File: src/hw/rtl/idsa_pkg.sv
// Shared types and constants for the inverse-distance scatter accumulator.
// No dependencies.
`default_nettype none
package idsa_pkg;
  localparam int GRID_POINTS = 4096;
  localparam int IDX_W = 12;
  localparam int COORD_FRAC_BITS = 8;

  localparam logic [1:0] ACT_LOAD    = 2'd0;
  localparam logic [1:0] ACT_ACC     = 2'd1;
  localparam logic [1:0] ACT_READ    = 2'd2;
  localparam logic [1:0] ACT_UNKNOWN = 2'd3;

  localparam logic [1:0] ST_OK       = 2'd0;
  localparam logic [1:0] ST_ZERO_DST = 2'd1;
  localparam logic [1:0] ST_ZERO_WT  = 2'd2;

  // result kinds
  localparam logic [1:0] KIND_CLEAR    = 2'd0;
  localparam logic [1:0] KIND_ZERO_DST = 2'd1;
  localparam logic [1:0] KIND_ZERO_WT  = 2'd2;
  localparam logic [1:0] KIND_RESULT   = 2'd3;

  // divider / lane select
  localparam logic [2:0] SEL_WEIGHT = 3'd0;
  localparam logic [2:0] SEL_SUM_A  = 3'd1;
  localparam logic [2:0] SEL_SUM_C  = 3'd3;
  localparam logic [2:0] SEL_SUM_D  = 3'd4;

  localparam logic [63:0] WEIGHT_NUM = 64'd1 << (32 + COORD_FRAC_BITS);

  // datapath commands
  typedef struct packed {
    logic       latch_in;   // capture input item, start memory read
    logic       load_in;    // capture read data
    logic       write_load; // write load item
    logic       write_acc;  // write accumulated sums
    logic       sqrt_step;
    logic       div_init;   // init divider, operand chosen by div_sel
    logic [2:0] div_sel;    // 0 weight, 1..4 sums a..d
    logic       div_step;
    logic       mac_step;   // one scaled-term product step, lane by div_sel
    logic       acc_add;    // saturating add of lane div_sel, weight on sel 4
    logic       div_store;  // store quotient of lane div_sel
    logic       out_fire;
    logic [1:0] out_kind;
  } idsa_cmd_t;

  typedef struct packed {
    logic [1:0] action;
    logic       d2_zero;
    logic       wt_zero;
  } idsa_sts_t;
endpackage
`default_nettype wire

File: src/hw/rtl/idsa_ctrl.sv
// Controller sequencing load, accumulate and read items.
// Depends on idsa_pkg.
`default_nettype none
module idsa_ctrl (
  input  wire logic                clk,
  input  wire logic                rst_n,
  input  wire logic                start,
  input  wire logic [11:0]         grid_index,
  input  wire logic [1:0]          action,
  input  wire idsa_pkg::idsa_sts_t sts,
  output idsa_pkg::idsa_cmd_t      cmd,
  output logic                     busy,
  output logic                     out_valid
);
  import idsa_pkg::*;

  typedef enum logic [3:0] {
    S_IDLE, S_RD, S_LD, S_DISPATCH, S_SQRT, S_DINIT, S_DSTEP, S_DSTORE,
    S_MUL, S_ADD, S_WRITE, S_OUT
  } state_t;

  state_t      state_r, state_nxt;
  logic [6:0]  cnt_r, cnt_nxt;
  logic [2:0]  sel_r, sel_nxt;
  logic [1:0]  kind_r, kind_nxt;
  logic        valid_r, valid_nxt;
  logic        accept;

  assign accept = start && !busy;
  assign busy = (state_r != S_IDLE);
  assign out_valid = valid_r;

  always_comb begin
    state_nxt = state_r; cnt_nxt = cnt_r; sel_nxt = sel_r; kind_nxt = kind_r;
    valid_nxt = 1'b0;
    cmd = '0;
    cmd.div_sel = sel_r;
    cmd.out_kind = kind_r;
    case (state_r)
      S_IDLE: if (accept) begin
        cmd.latch_in = 1'b1;
        if (action == ACT_LOAD) cmd.write_load = 1'b1;
        kind_nxt = KIND_CLEAR;
        if (32'(grid_index) >= GRID_POINTS || action == ACT_UNKNOWN || action == ACT_LOAD)
          state_nxt = S_OUT;
        else state_nxt = S_RD;
      end
      S_RD: state_nxt = S_LD;
      S_LD: begin cmd.load_in = 1'b1; state_nxt = S_DISPATCH; end
      S_DISPATCH: begin
        if (sts.action == ACT_ACC) begin
          if (sts.d2_zero) begin kind_nxt = KIND_ZERO_DST; state_nxt = S_OUT; end
          else begin cnt_nxt = '0; state_nxt = S_SQRT; end
          sel_nxt = SEL_WEIGHT;
        end else begin
          if (sts.wt_zero) begin kind_nxt = KIND_ZERO_WT; state_nxt = S_OUT; end
          else begin sel_nxt = SEL_SUM_A; state_nxt = S_DINIT; end
        end
      end
      S_SQRT: begin
        cmd.sqrt_step = 1'b1;
        cnt_nxt = cnt_r + 7'd1;
        if (cnt_r == 7'd26) state_nxt = S_DINIT;
      end
      S_DINIT: begin
        cmd.div_init = 1'b1;
        cnt_nxt = '0; state_nxt = S_DSTEP;
      end
      S_DSTEP: begin
        cmd.div_step = 1'b1;
        cnt_nxt = cnt_r + 7'd1;
        if (cnt_r == 7'd79) state_nxt = S_DSTORE;
      end
      S_DSTORE: begin
        cmd.div_store = 1'b1;
        if (sel_r == SEL_WEIGHT) state_nxt = S_MUL;
        else if (sel_r == SEL_SUM_D) begin kind_nxt = KIND_RESULT; state_nxt = S_OUT; end
        else begin sel_nxt = sel_r + 3'd1; state_nxt = S_DINIT; end
      end
      S_MUL: begin
        cmd.mac_step = 1'b1; state_nxt = S_ADD;
      end
      S_ADD: begin
        cmd.acc_add = 1'b1;
        if (sel_r == SEL_SUM_D) state_nxt = S_WRITE;
        else begin
          sel_nxt = sel_r + 3'd1;
          state_nxt = (sel_r == SEL_SUM_C) ? S_ADD : S_MUL;
        end
      end
      S_WRITE: begin
        cmd.write_acc = 1'b1; kind_nxt = KIND_RESULT; state_nxt = S_OUT;
      end
      S_OUT: begin
        cmd.out_fire = 1'b1; valid_nxt = 1'b1; state_nxt = S_IDLE;
      end
      default: state_nxt = S_IDLE;
    endcase
  end

  always_ff @(posedge clk) begin
    if (!rst_n) begin
      state_r <= S_IDLE; valid_r <= 1'b0; cnt_r <= '0; sel_r <= '0; kind_r <= '0;
    end else begin
      state_r <= state_nxt; valid_r <= valid_nxt; cnt_r <= cnt_nxt;
      sel_r <= sel_nxt; kind_r <= kind_nxt;
    end
  end

`ifndef SYNTHESIS
  a_valid_after_out: assert property (@(posedge clk) disable iff (!rst_n)
    state_r == S_OUT |=> valid_r) else $error("no strobe after result");
  a_valid_pulse: assert property (@(posedge clk) disable iff (!rst_n)
    valid_r |=> !valid_r) else $error("strobe longer than one cycle");
  a_busy_after_accept: assert property (@(posedge clk) disable iff (!rst_n)
    accept |=> busy) else $error("not busy after accept");
`endif
endmodule
`default_nettype wire

File: config.mk
export PLATFORM = sky130hd
export DESIGN_NAME = idsa_ctrl
export DESIGN_NICKNAME = d
export VERILOG_FILES = /design/src/hw/rtl/idsa_pkg.sv /design/src/hw/rtl/idsa_ctrl.sv
export SDC_FILE = /design/constraint.sdc
export NUM_CORES = 1
export LEC_CHECK = 0
export ABC_AREA = 1
export BUFFER_PORTS_ARGS = -buffer_cell sky130_fd_sc_hd__buf_2
export CORE_AREA = 2 2 54 56
export CTS_BUF_LIST = sky130_fd_sc_hd__clkbuf_8
export DETAILED_ROUTE_END_ITERATION = 12
export DIE_AREA = 0 0 56 58
export GPL_TIMING_DRIVEN = 0
export PLACE_DENSITY = 0.76
export RECOVER_POWER = 50
export SKIP_CTS_REPAIR_TIMING = 1
export SLEW_MARGIN = 40
export SYNTH_ARGS = -nofsm -noshare
export SYNTH_HDL_FRONTEND = slang
export SYNTH_SLANG_ARGS = --single-unit
File: constraint.sdc
create_clock -name clk -period 1.46 [get_ports clk]
set_clock_uncertainty 0.1 [all_clocks]
set_input_delay 0.146 -clock clk [delete_from_list [all_inputs] [get_ports clk]]
set_output_delay 0.146 -clock clk [all_outputs]
set_load 0.02 [all_outputs]
# After elaboration in Yosys (flattened, before gate mapping)
# Index checks and enable logic that the tools add are counted.
# word_totals
regBits	17
inputBits	21
# op_classes
add_sub_neg	2
muxes	41
eq_ne	27
n_reduce_logical	15
# ops
operator	count
$pmux W4 S11	1
$mux W4	9
$pmux W7 S3	1
$eq A4 B3 Y1 const B	4
$eq A4 B4 Y1 const B	4
$mux W1	15
$mux W2	7
$mux W7	2
$ne A2 B2 Y1 const B	7
$mux W3	4
$ne A3 B3 Y1 const B	3
$pmux W3 S3	1
$reduce_and A3 Y1	3
$eq A4 B2 Y1 const B	2
$pmux W2 S4	1
$reduce_bool A4 Y1	2
$add A7 B1 Y7 const B	1
$eq A7 B5 Y1 const B	1
$eq A7 B7 Y1 const B	1
$reduce_and A6 Y1	1
$reduce_bool A3 Y1	2
$eq A4 B1 Y1 const B	1
$logic_not A4 Y1	1
$add A3 B1 Y3 const B	1
10 further kinds	10

# Longest topological paths before layout
# depth
depth_word	5
mapped_depth	9
ltp_nobuf	9

# Least setup slack after synthesis
# OpenSTA, ideal clock, no wires.
# synth_path
path_type	register to output
startpoint	register state_r[2]
endpoint	output cmd[13] (netlist bit)
path_stages_with_launch	4
t_arrival_ns	1.350
path_slack_ns	-0.136
cell_sequence	dfxtp_1 -> nor2_1 -> nand2_1 -> nor3b_1
# synth_lines
item	line	text
start, declared	idsa_ctrl.sv:22	state_t state_r, state_nxt;
start signal, assigned	idsa_ctrl.sv:105	state_r <= state_nxt; valid_r <= valid_nxt; cnt_r <= cnt_nxt;
end, declared	idsa_ctrl.sv:11	output idsa_pkg::idsa_cmd_t cmd,

==> impl_metrics.env <==
export IMPL_wire_per_inst_um=11.8
export IMPL_maxCapViolCount=0
export IMPL_final_core_utilization_pct=62.7
export IMPL_start_kind="register"
export IMPL_synth_adder_area_share_pct=7.16
export IMPL_grt_use_total_pct=18.7
export IMPL_synth_top_family_by_area="simple AND/OR/NAND/NOR gates"
export IMPL_final_area_um2=1670
export IMPL_synth_compound_area_share_pct=12.3
export IMPL_viasPerCell=5.07
export IMPL_yosys_warnings=0
export IMPL_syn_nets=223
export IMPL_clockBufferDepth=2
export IMPL_antenna_found_initial=0
export IMPL_drc=0
export IMPL_grt_max_degree=11
export IMPL_fmax_mhz=686
export IMPL_grt_overflow=0
export IMPL_insertion_delay_ps=260
export IMPL_total_power_mw=2.42
export IMPL_cts_buffers=3
export IMPL_die_height_um=58
export IMPL_maxSlewHeadroom_pct=66.1
export IMPL_grt_pass1_vias=1140
export IMPL_path_class="reg -> out"
export IMPL_power_density_nw_per_um2=1450
export IMPL_row_count=19
export IMPL_required_ps=1210
export IMPL_fin_crit_sh_pct=99.9
export IMPL_rr_worst_depth=9
export IMPL_syn_inst=195
export IMPL_die_x_um=56
export IMPL_cts_tree="built"
export IMPL_status="finished, final reports clean"
export IMPL_place_inst=252
export IMPL_worst_ep_arrival_time_ps=1210
export IMPL_end_kind="output pin"
export IMPL_ys_ff_latch=17
export IMPL_clk_pin_slew_ps=70
export IMPL_setup_violations=0
export IMPL_min_delay_path_depth=3
export IMPL_synth_xor_area_share_pct=0.716
export IMPL_vias=1309
export IMPL_area_growth_pct=36.5
export IMPL_r2r_end="sel_r[2]"
export IMPL_syn_area_um2=1220
export IMPL_stdcell_count=258
export IMPL_muxShareOfSynthArea_pct=0
export IMPL_dp_hpwl_um=2140
export IMPL_worstHoldStart="rst_n"
export IMPL_drive_gt1_share_pct=38.3
export IMPL_synthSimpleGateAreaFrac_pct=42.8
export IMPL_diodes=0
export IMPL_hold_path_class="in -> reg"
export IMPL_min_period_ps=1460
export IMPL_holdPathEnd="sel_r[1]"
export IMPL_grt_pass1_wl_um=4850
export IMPL_slew_violations=0
export IMPL_avgSynthCellArea_um2=6.27
export IMPL_r2r_setup_slack_ps=50
export IMPL_gp_congestion=0.845
export IMPL_core_area_um2=2660
export IMPL_placed_area_um2=1400
export IMPL_io_buffers=26
export IMPL_ioPinCount=39
export IMPL_vdd_drop_max_mv=0.938
export IMPL_synth_distinct_cells=26
export IMPL_start_util_pct=45.9
export IMPL_cts_sinks=17
export IMPL_p_leak_nw=0.725
export IMPL_drt_iter0_markers=40
export IMPL_drt_first_pass_iters=4
export IMPL_hold_violations=0
export IMPL_rsz0062_at_grt="yes"
export IMPL_cts_htree_levels=1
export IMPL_postRouteAntennaNets=0
export IMPL_seq_area_frac_synth_pct=27.8
export IMPL_timing_rr_start="state_r[3]"
export IMPL_crit_path_max_fanout=6
export IMPL_cts_root_buf="clkbuf_8"
export IMPL_nets=256
export IMPL_tightestPinTransition_ps=509
export IMPL_wirelength_um=3050
export IMPL_die_area_um2=3250
-- final cells by class --
class,count,area (µm²)
Buffer,2,11.3
Clock buffer,3,41.3
Clock inverter,1,5.00
Fill cell,244,993
Inverter,27,104
Multi-Input combinational cell,149,942
Sequential cell,17,365
Tap cell,31,38.8
Timing Repair Buffer,28,161
-- synthesized netlist by cell type --
cell      count  area (µm²)
a21oi_1      16        80.1
a21oi_2       1        8.76
buf_4         1        7.51
clkbuf_1      1        3.75
dfxtp_1      17         340
ha_1          7        87.6
inv_1        23        86.3
inv_2         4        15.0
nand2_1      43         161
nand2_2       6        37.5
nand2_4       2        22.5
nand3_1      17        85.1
nand3b_1      2        15.0
nor2_1       32         120
nor2_2        1        6.26
nor2_4        1        11.3
nor3_1        5        25.0
nor3b_1       1        7.51
nor3b_2       2        25.0
o211ai_1      1        7.51
o21a_1        1        7.51
o21ai_0       3        15.0
o21ai_1       5        25.0
o22ai_1       1        6.26
or2_0         1        6.26
xor2_1        1        8.76
-- layer usage --
layer / track usage [%] / wire length [µm]
met4: 7.14 / 57
met2: 32.8 / 1490
met1: 23.2 / 1420
met5: 0 / 0
met3: 2.90 / 86
-- kinds of logic after synthesis --
| group | count (synthesis) |
|---|---|
| adder cells (fa/ha/maj) | 7 |
| AO/OA/AOI/OAI | 28 |
| flip-flops | 17 |
| XOR/XNOR | 1 |
| AND/OR/NAND/NOR | 113 |
| buffers and inverters | 29 |
-- cells in the final DEF, fill, tap and decap left out, types with 5 or more instances in the layout --
cell     Yosys  final
dfxtp_1     17      9
buf_4        1      7
nor2_1      32     19
dfxtp_4      0      6
ha_1         7      5
inv_1       23     22
nand2_4      2      5
nand2_1     43     37
nand2_2      6      8
nor2_4       1      8
a21oi_1     16     15
nor2_2       1      7
nand3_1     17     15
buf_2        0     21
-- sequential cells by signal, summed over array words and instances, names as in the netlist --
register,count
out_valid,1
cnt_r,7
sel_r,3
kind_r,2
state_r,4
-- worst max-delay path by stage --
| stage | startpoint | to | slack, ps |
|---|---|---|---|
| 3_5_place_dp | state_r[0] | cnt_r[3] | -160 |
| 5_1_grt | state_r[2] | cmd[13] | -80 |
| 2_1_floorplan | state_r[2] | state_r[1] | 20 |
| 3_3_place_gp | state_r[0] | cnt_r[2] | -150 |
| 6_report | state_r[2] | cmd[13] | 2 |
| 4_1_cts | state_r[0] | cnt_r[3] | -180 |
-- worst max-delay path, cell delays in order (launching register included) --
cell and delay [ps]:
dfxtp_4 380, nor2_4 170, nand2_4 90, nor3b_2 150
buf_4 150
-- per-stage QoR --
stage          worst slack (ps)  setup TNS [ps]  hold WS, ps
6_report                   1.58               0         67.4
5_1_grt                   -78.9            -453         79.1
4_1_cts                    -177           -1710         58.7
3_5_place_dp               -157            -809          332
3_3_place_gp               -152            -773          334
2_1_floorplan              15.3               0          159
-- power breakdown --
group	switching (mW)	leakage [nW]	internal, mW
clock	0.187	0.0255	0.190
combinational	0.865	0.556	0.484
sequential	0.134	0.143	0.558
total	1.19	0.725	1.23
Note: power is estimated with default switching activity, not from simulation.
